### src/hdl/wws_pkg.sv
package wws_pkg;

   localparam int ANG_ONE  = 65536;
   localparam int TAB_LEN  = 24;
   localparam logic [31:0] GAIN_Q30 = 32'd652032874;

   // CORDIC unit operations
   typedef enum logic [1:0] {
      CORDIC_SINCOS = 2'd0,
      CORDIC_ATAN2  = 2'd1
   } cordic_op_type;

   function automatic logic [22:0] atan_entry(input logic [4:0] i);
      logic [22:0] r;
      unique case (i)
         5'd0:  r = 23'd2949120;
         5'd1:  r = 23'd1740967;
         5'd2:  r = 23'd919879;
         5'd3:  r = 23'd466945;
         5'd4:  r = 23'd234379;
         5'd5:  r = 23'd117304;
         5'd6:  r = 23'd58666;
         5'd7:  r = 23'd29335;
         5'd8:  r = 23'd14668;
         5'd9:  r = 23'd7334;
         5'd10: r = 23'd3667;
         5'd11: r = 23'd1833;
         5'd12: r = 23'd917;
         5'd13: r = 23'd458;
         5'd14: r = 23'd229;
         5'd15: r = 23'd115;
         5'd16: r = 23'd57;
         5'd17: r = 23'd29;
         5'd18: r = 23'd14;
         5'd19: r = 23'd7;
         5'd20: r = 23'd4;
         5'd21: r = 23'd2;
         5'd22: r = 23'd1;
         default: r = 23'd0;
      endcase
      return r;
   endfunction

   // Commands from the controller to the datapath.
   typedef struct packed {
      logic load_req;      // latch the accepted beat
      logic cordic_start;  // start CORDIC
      cordic_op_type cordic_op;
      logic atan_sel_max;  // atan2 operands: 0 = sums, 1 = max entry
      logic save_sincos;   // latch sine/cosine of the new sample
      logic save_avg_dir;
      logic save_max_dir;
      logic rd_issue;      // issue a ring read at rd_sel
      logic [1:0] rd_sel;  // 0 oldest, 1 newest, 2 walk pointer
      logic pop_oldest;
      logic overwrite;     // write newest slot
      logic append;        // write new slot
      logic drop_full;     // full ring drop
      logic acc_clear;
      logic acc_take;      // accumulate the entry just read
      logic walk_step;
      logic div_start;
      logic rsp_load;
   } wws_cmd_type;

   typedef struct packed {
      logic is_query;
      logic cordic_done;
      logic div_done;
      logic count_zero;
      logic ring_full;
      logic expired;       // read entry is at least max_age old
      logic same_second;   // read entry has time_now
      logic walk_last;
      logic rsp_busy;
   } wws_sts_type;

endpackage

### src/hdl/wws_control.sv
module wws_control (
   input  logic                 clock,
   input  logic                 reset,
   input  logic                 req_tvalid,
   output logic                 req_tready,
   output wws_pkg::wws_cmd_type cmd,
   input  wws_pkg::wws_sts_type sts
);
   typedef enum logic [4:0] {
      S_IDLE, S_DECODE, S_SC_WAIT, S_P1_RD, S_P1_CHK, S_NEW_RD, S_NEW_CHK,
      S_P2_RD, S_P2_CHK, S_Q_RD, S_Q_ACC, S_A1_WAIT, S_A2_WAIT, S_DIV_WAIT,
      S_RESP, S_Q_START, S_WRITE_GAP
   } state_type;

   state_type state_ff, state_in;
   wws_pkg::wws_cmd_type c;
   logic waited_ff, waited_in;

   always_comb begin
      state_in = state_ff; waited_in = 1'b0;
      c = '0;
      c.cordic_op = wws_pkg::CORDIC_SINCOS;
      c.rd_sel = 2'd0;
      unique case (state_ff)
         S_IDLE: if (req_tvalid) begin
            c.load_req = 1'b1; state_in = S_DECODE;
         end
         S_DECODE: begin
            if (sts.is_query) begin
               c.acc_clear = 1'b1; state_in = S_Q_START;
            end else begin
               c.cordic_start = 1'b1; state_in = S_SC_WAIT;
            end
         end
         S_SC_WAIT: if (sts.cordic_done) begin
            c.save_sincos = 1'b1; state_in = S_P1_RD;
         end
         S_P1_RD: begin
            if (sts.count_zero) state_in = S_NEW_CHK;
            else begin
               c.rd_issue = 1'b1; c.rd_sel = 2'd0; state_in = S_P1_CHK;
            end
         end
         S_P1_CHK: begin
            if (sts.expired) begin
               c.pop_oldest = 1'b1; state_in = S_P1_RD;
            end else state_in = S_NEW_RD;
         end
         S_NEW_RD: begin
            c.rd_sel = 2'd1; state_in = S_NEW_CHK; waited_in = 1'b1;
         end
         S_NEW_CHK: begin
            if (waited_ff && sts.same_second) c.overwrite = 1'b1;
            else begin
               c.append = 1'b1;
               c.drop_full = sts.ring_full;
            end
            state_in = S_WRITE_GAP;
         end
         S_WRITE_GAP: state_in = S_P2_RD;
         S_P2_RD: begin
            if (sts.count_zero) state_in = S_IDLE;
            else begin
               c.rd_sel = 2'd0; state_in = S_P2_CHK;
            end
         end
         S_P2_CHK: begin
            if (sts.expired) begin
               c.pop_oldest = 1'b1; state_in = S_P2_RD;
            end else state_in = S_IDLE;
         end
         S_Q_START: begin
            c.rd_sel = 2'd2; state_in = S_Q_RD;
         end
         S_Q_RD: begin
            if (sts.walk_last) begin
               c.cordic_start = 1'b1; c.cordic_op = wws_pkg::CORDIC_ATAN2;
               state_in = S_A1_WAIT;
            end else begin
               c.rd_sel = 2'd2; c.walk_step = 1'b1; state_in = S_Q_ACC;
            end
         end
         S_Q_ACC: begin
            c.acc_take = 1'b1; c.rd_sel = 2'd2; state_in = S_Q_RD;
         end
         S_A1_WAIT: if (sts.cordic_done) begin
            c.save_avg_dir = 1'b1;
            c.cordic_start = 1'b1; c.cordic_op = wws_pkg::CORDIC_ATAN2;
            c.atan_sel_max = 1'b1; state_in = S_A2_WAIT;
         end
         S_A2_WAIT: begin
            c.atan_sel_max = 1'b1;
            if (sts.cordic_done) begin
               c.save_max_dir = 1'b1; c.div_start = 1'b1; state_in = S_DIV_WAIT;
            end
         end
         S_DIV_WAIT: if (sts.div_done) state_in = S_RESP;
         S_RESP: if (!sts.rsp_busy) begin
            c.rsp_load = 1'b1; state_in = S_IDLE;
         end
         default: state_in = S_IDLE;
      endcase
   end

   always_ff @(posedge clock) begin
      if (reset) begin
         state_ff <= S_IDLE; waited_ff <= 1'b0;
      end else begin
         state_ff <= state_in; waited_ff <= waited_in;
      end
   end

   assign cmd = c;
   assign req_tready = (state_ff == S_IDLE);
endmodule

### config.mk
export PLATFORM = sky130hd
export DESIGN_NAME = wws_control
export DESIGN_NICKNAME = d
export VERILOG_FILES = /design/src/hdl/wws_pkg.sv /design/src/hdl/wws_control.sv
export SDC_FILE = /design/constraint.sdc
export NUM_CORES = 1
export LEC_CHECK = 0
export BUFFER_PORTS_ARGS = -buffer_cell sky130_fd_sc_hd__clkbuf_2
export CAP_MARGIN = 20
export CORE_MARGIN = 2
export CORE_UTILIZATION = 47
export DETAILED_ROUTE_END_ITERATION = 6
export PLACE_DENSITY_LB_ADDON = 0.25
export SYNTH_ARGS = -nofsm -noshare
export SYNTH_HDL_FRONTEND = slang
export SYNTH_SLANG_ARGS = --single-unit
### constraint.sdc
create_clock -name clock -period 2.15 [get_ports clock]
set_input_delay 0.3225 -clock clock [delete_from_list [all_inputs] [get_ports clock]]
set_output_delay 0.3225 -clock clock [all_outputs]
set_load 0.02 [all_outputs]
**Yosys cells after proc, flatten, opt, wreduce, memory -nomap -nowiden**

Index checks and enable logic that the tools add are counted.

- Bits in registers: 6
- Input bits: 12
- Output and inout port bits: 21
- Logic and storage cells: 71

- Eq/ne operators: 22
- Multiplexer cells: 42
- Reduce and logical (&&, ||, !) cells: 5

Operators with widths:

| operator | number |
|---|---|
| $pmux W5 S16 | 1 |
| $eq A5 B4 Y1 const B | 8 |
| $mux W5 | 6 |
| $eq A5 B3 Y1 const B | 4 |
| $mux W1 | 20 |
| $mux W3 | 5 |
| $mux W4 | 3 |
| $ne A2 B2 Y1 const B | 6 |
| $eq A5 B2 Y1 const B | 2 |
| $pmux W2 S4 | 1 |
| $mux W2 | 3 |
| $reduce_and A6 Y1 | 1 |
| $eq A5 B1 Y1 const B | 1 |
| $eq A5 B5 Y1 const B | 1 |
| $logic_not A5 Y1 | 1 |
| $pmux W2 S2 | 1 |
| $reduce_or A2 Y1 | 2 |
| $pmux W1 S3 | 1 |
| $pmux W1 S2 | 1 |
| $logic_and A1 B1 Y1 | 1 |

**Logic depth before layout (Yosys ltp)**

- Word-level depth: 3
- Depth in mapped cells: 6

**Least setup slack after synthesis**

Ideal clock, no wire load.

- Path kind: register -> output
- Start point: reg state_ff[0]
- End point: out cmd[18] in the netlist's numbering
- Arrival time: 1818 ps
- Data required time: 1827 ps
- Slack: 10 ps
- Cell stages (with the launch flop): 6
- Buffers on the path: 2
- Cell sequence: dfxtp_1 > buf_2 > buf_1 > nand2_1 > nor3_1 > o21bai_1

RTL lines:

| element | RTL line | RTL |
|---|---|---|
| from (decl) | wws_control.sv:15 | `state_type state_ff, state_in;` |
| from (signal assigned) | wws_control.sv:109 | `state_ff <= state_in; waited_ff <= waited_in;` |
| to (decl) | wws_control.sv:6 | `output wws_pkg::wws_cmd_type cmd,` |

==> flow_metrics.tcl <==
set metrics [dict create \
    cts_root_buf "clkbuf_4" \
    clkSlewWorstSetupHoldPaths_ns 0.04 \
    synth_area_leader_cell "dfxtp_1" \
    tritoncts.num_buffers 3 \
    status "finished, final reports clean" \
    slowest_delay_ns 0.46 \
    cp.arrival_ns 1.68 \
    ff2ff_path_depth 4 \
    wl_per_cell_um 15.11 \
    synth-main-ff-cell "dfxtp_1" \
    crit_slowest_cell "dfxtp_2" \
    synthTopCellsByArea "dfxtp_1 15%, nor2_1 6.4%, a31oi_1 5.4%, a211oi_2 4.6%, nand2_1 4.6%" \
    cts_resized 0 \
    hold_path_startpoint "reset" \
    port_buffers 31 \
    finalWirelength_um 2387 \
    final_hold_viol_count 0 \
    finalSetupViolCount 0 \
    worst_hold_path.endpoint "state_ff[2]$_SDFFE_PP0P_" \
    multiInputGateArea_um2 625.6 \
    dr.pass1.iters 5 \
    antenna_found_initial 0 \
    drv_cap 0 \
    fmax_mhz 500.4 \
    grt_max_degree 22 \
    synth_top_family_by_area "simple AND/OR/NAND/NOR gates" \
    grt_pass1_wl_um 3795 \
    overflow 0 \
    worst-path-buf-inv 1 \
    yosys.cell_types.count 45 \
    skew_ns 0.001723 \
    start_util 0.4891 \
    min_period_over_period 0.9295 \
    slew_viol_final 0 \
    power.density_nw_per_um2 1156 \
    avgSynthCellArea_um2 7.105 \
    end_kind "primary output" \
    die_w_um 45.70 \
    dp_slack_ns 0.2700 \
    cts_tree "done" \
    cpLargestDelayFamily "simple AND/OR/NAND/NOR gates" \
    n_antenna_cell 0 \
    path_max_fanout 15 \
    ir_drop_mv 0.6187 \
    ant_nets 0 \
    drive_gt1_frac 0.3617 \
    n_fill_cell 162 \
    drtIter0Drc 21 \
    coreArea_um2 1670 \
    syn_inst 115 \
    synthesis.nets 127 \
    gp_congestion 0.8133 \
    synth.area.mux_share 0.02603 \
    cp-start-kind "flip-flop" \
    fin_ws_ns 0.1516 \
    crit_chain "nor3b_1 > nand3_1 > a21oi_1 > and2_1 > clkbuf_2" \
    worstSetupPathType "reg -> out" \
    async_flop_share 0 \
    grt.total_usage 0.2498 \
    die_area_um2 2088 \
    htree_levels 1 \
    area_growth_pct 22.36 \
    vias 973 \
    rsz0062_at_grt "false" \
    grt_pass1_vias 866 \
    die_h_um 45.70 \
    r2r_end "state_ff[0]$_SDFFE_PP0P_" \
    netlist_top_cells_count "14 x nor2_1, 10 x nand2_1, 7 x a31oi_1" \
    ys_ff_latch 6 \
    min_period_ns 1.998 \
    yosysMostFrequentCell "nor2_1" \
    synth_compound_area_frac 0.2818 \
    yosys_warnings 0 \
    reg2reg_slack_ns 0.33 \
    whs_path_depth 2 \
    cts_setup_buffers 0 \
    synth-seq-area-share 0.1470 \
    synth_adder_area_share 0 \
    hold_buffers 0 \
    num_io_pins 33 \
    synth_top_cell_area_share 0.1470 \
    yosys.area_share.simple 0.4364 \
    setup-tns-final_ns 0 \
    synthesis.area_um2 817.0 \
    vias_per_cell 6.158 \
    hp-class "in -> reg" \
    insertion_delay_ns 0.24 \
    drc 0 \
    synth_edf_count 0 \
    rows 15 \
    finalNetCount 155 \
    ff_latch_area_um2 122.6 \
    required_ns 1.83 \
    synth_xor_area_frac 0.01072 \
    dp_hpwl_um 1806 \
    utilization 0.5985 \
    cts_sinks 6 \
    worstReg2RegStart "state_ff[1]$_SDFFE_PP0P_" \
    p_leak_nw 0.4340 \
    cts_max_path_buffers 2 \
]
## flip-flops by register name, summed over array words and instances (netlist names)
signal     count
state_ff       5
waited_ff      1
## placed cells by master, fill, tap and decap left out, types with 2 or more instances in the layout
| cell type | instances |
|---|---|
| a211oi_2 | 3 |
| a21oi_1 | 6 |
| a22oi_1 | 3 |
| a31oi_1 | 7 |
| and2_1 | 2 |
| and3_1 | 2 |
| buf_4 | 6 |
| clkbuf_2 | 31 |
| clkbuf_4 | 3 |
| dfxtp_1 | 4 |
| dfxtp_2 | 2 |
| inv_1 | 2 |
| nand2_1 | 10 |
| nand2b_1 | 4 |
| nand3_1 | 3 |
| nand3b_1 | 2 |
| nor2_1 | 14 |
| nor3_1 | 4 |
| nor3b_1 | 3 |
| o21ai_0 | 2 |
| or4bb_1 | 3 |
## cell type report
class,instances,area share
multi-input cells,93,0.6258
repair buffers,37,0.2003
flip-flops and latches,6,0.1227
clock buffers,3,0.02253
well taps,17,0.02128
inverters,2,0.007509
## power by group
part           switching [mW]  internal (mW)  total, mW
Sequential             0.0732          0.147      0.221
Combinational           0.492          0.344      0.836
Clock                  0.0362         0.0628     0.0991
## per-stage QoR
step	hold WS, ns	total power [mW]	instances	area, µm²
detailed placement	0.6143	1.039	155	969.7
global placement	0.6053	1.016	155	969.7
CTS	0.3594	1.148	158	992.2
finish	0.3662	1.156	158	999.7
floorplan	0.3871	0.8405	115	817.0
global route	0.3570	1.265	158	999.7
## worst register-to-register path: cells and delay by family (launching register included)
family	cells	cell delay, ns
flops	1	0.38
compound gates	2	0.64
simple gates	2	0.71
## cells by family (layout without fill, tap and decap cells)
family,count (synthesis),after routing
xor+xnor,1,1
other cells,1,1
flops,6,6
mux,2,2
simple gates,60,60
compound gates,29,29
buf+inv,16,42
## worst max path at each step
stage,from,endpoint,slack [ns],cells past startpoint
after CTS,state_ff[1]$_SDFFE_PP0P_,cmd[5],0.01,5
after floorplan,state_ff[0]$_SDFFE_PP0P_,cmd[18],0.01,5
after global placement,state_ff[1]$_SDFFE_PP0P_,state_ff[0]$_SDFFE_PP0P_,0.32,4
after detailed placement,state_ff[1]$_SDFFE_PP0P_,state_ff[0]$_SDFFE_PP0P_,0.27,4
final,state_ff[1]$_SDFFE_PP0P_,cmd[5],0.15,5
after global routing,state_ff[1]$_SDFFE_PP0P_,cmd[5],0.04,5
## metal layers
layer / part of all wire / wire [µm] / track usage / up-vias
met4: 0.022 / 53 / 0.1486 / 0
li1: - / - / - / 481
met1: 0.41 / 972 / 0.2810 / 455
met5: 0 / 0 / 0 / -
met2: 0.53 / 1269 / 0.4310 / 31
met3: 0.039 / 92 / 0.04762 / 6
Note: power is estimated with default switching activity, not from simulation.
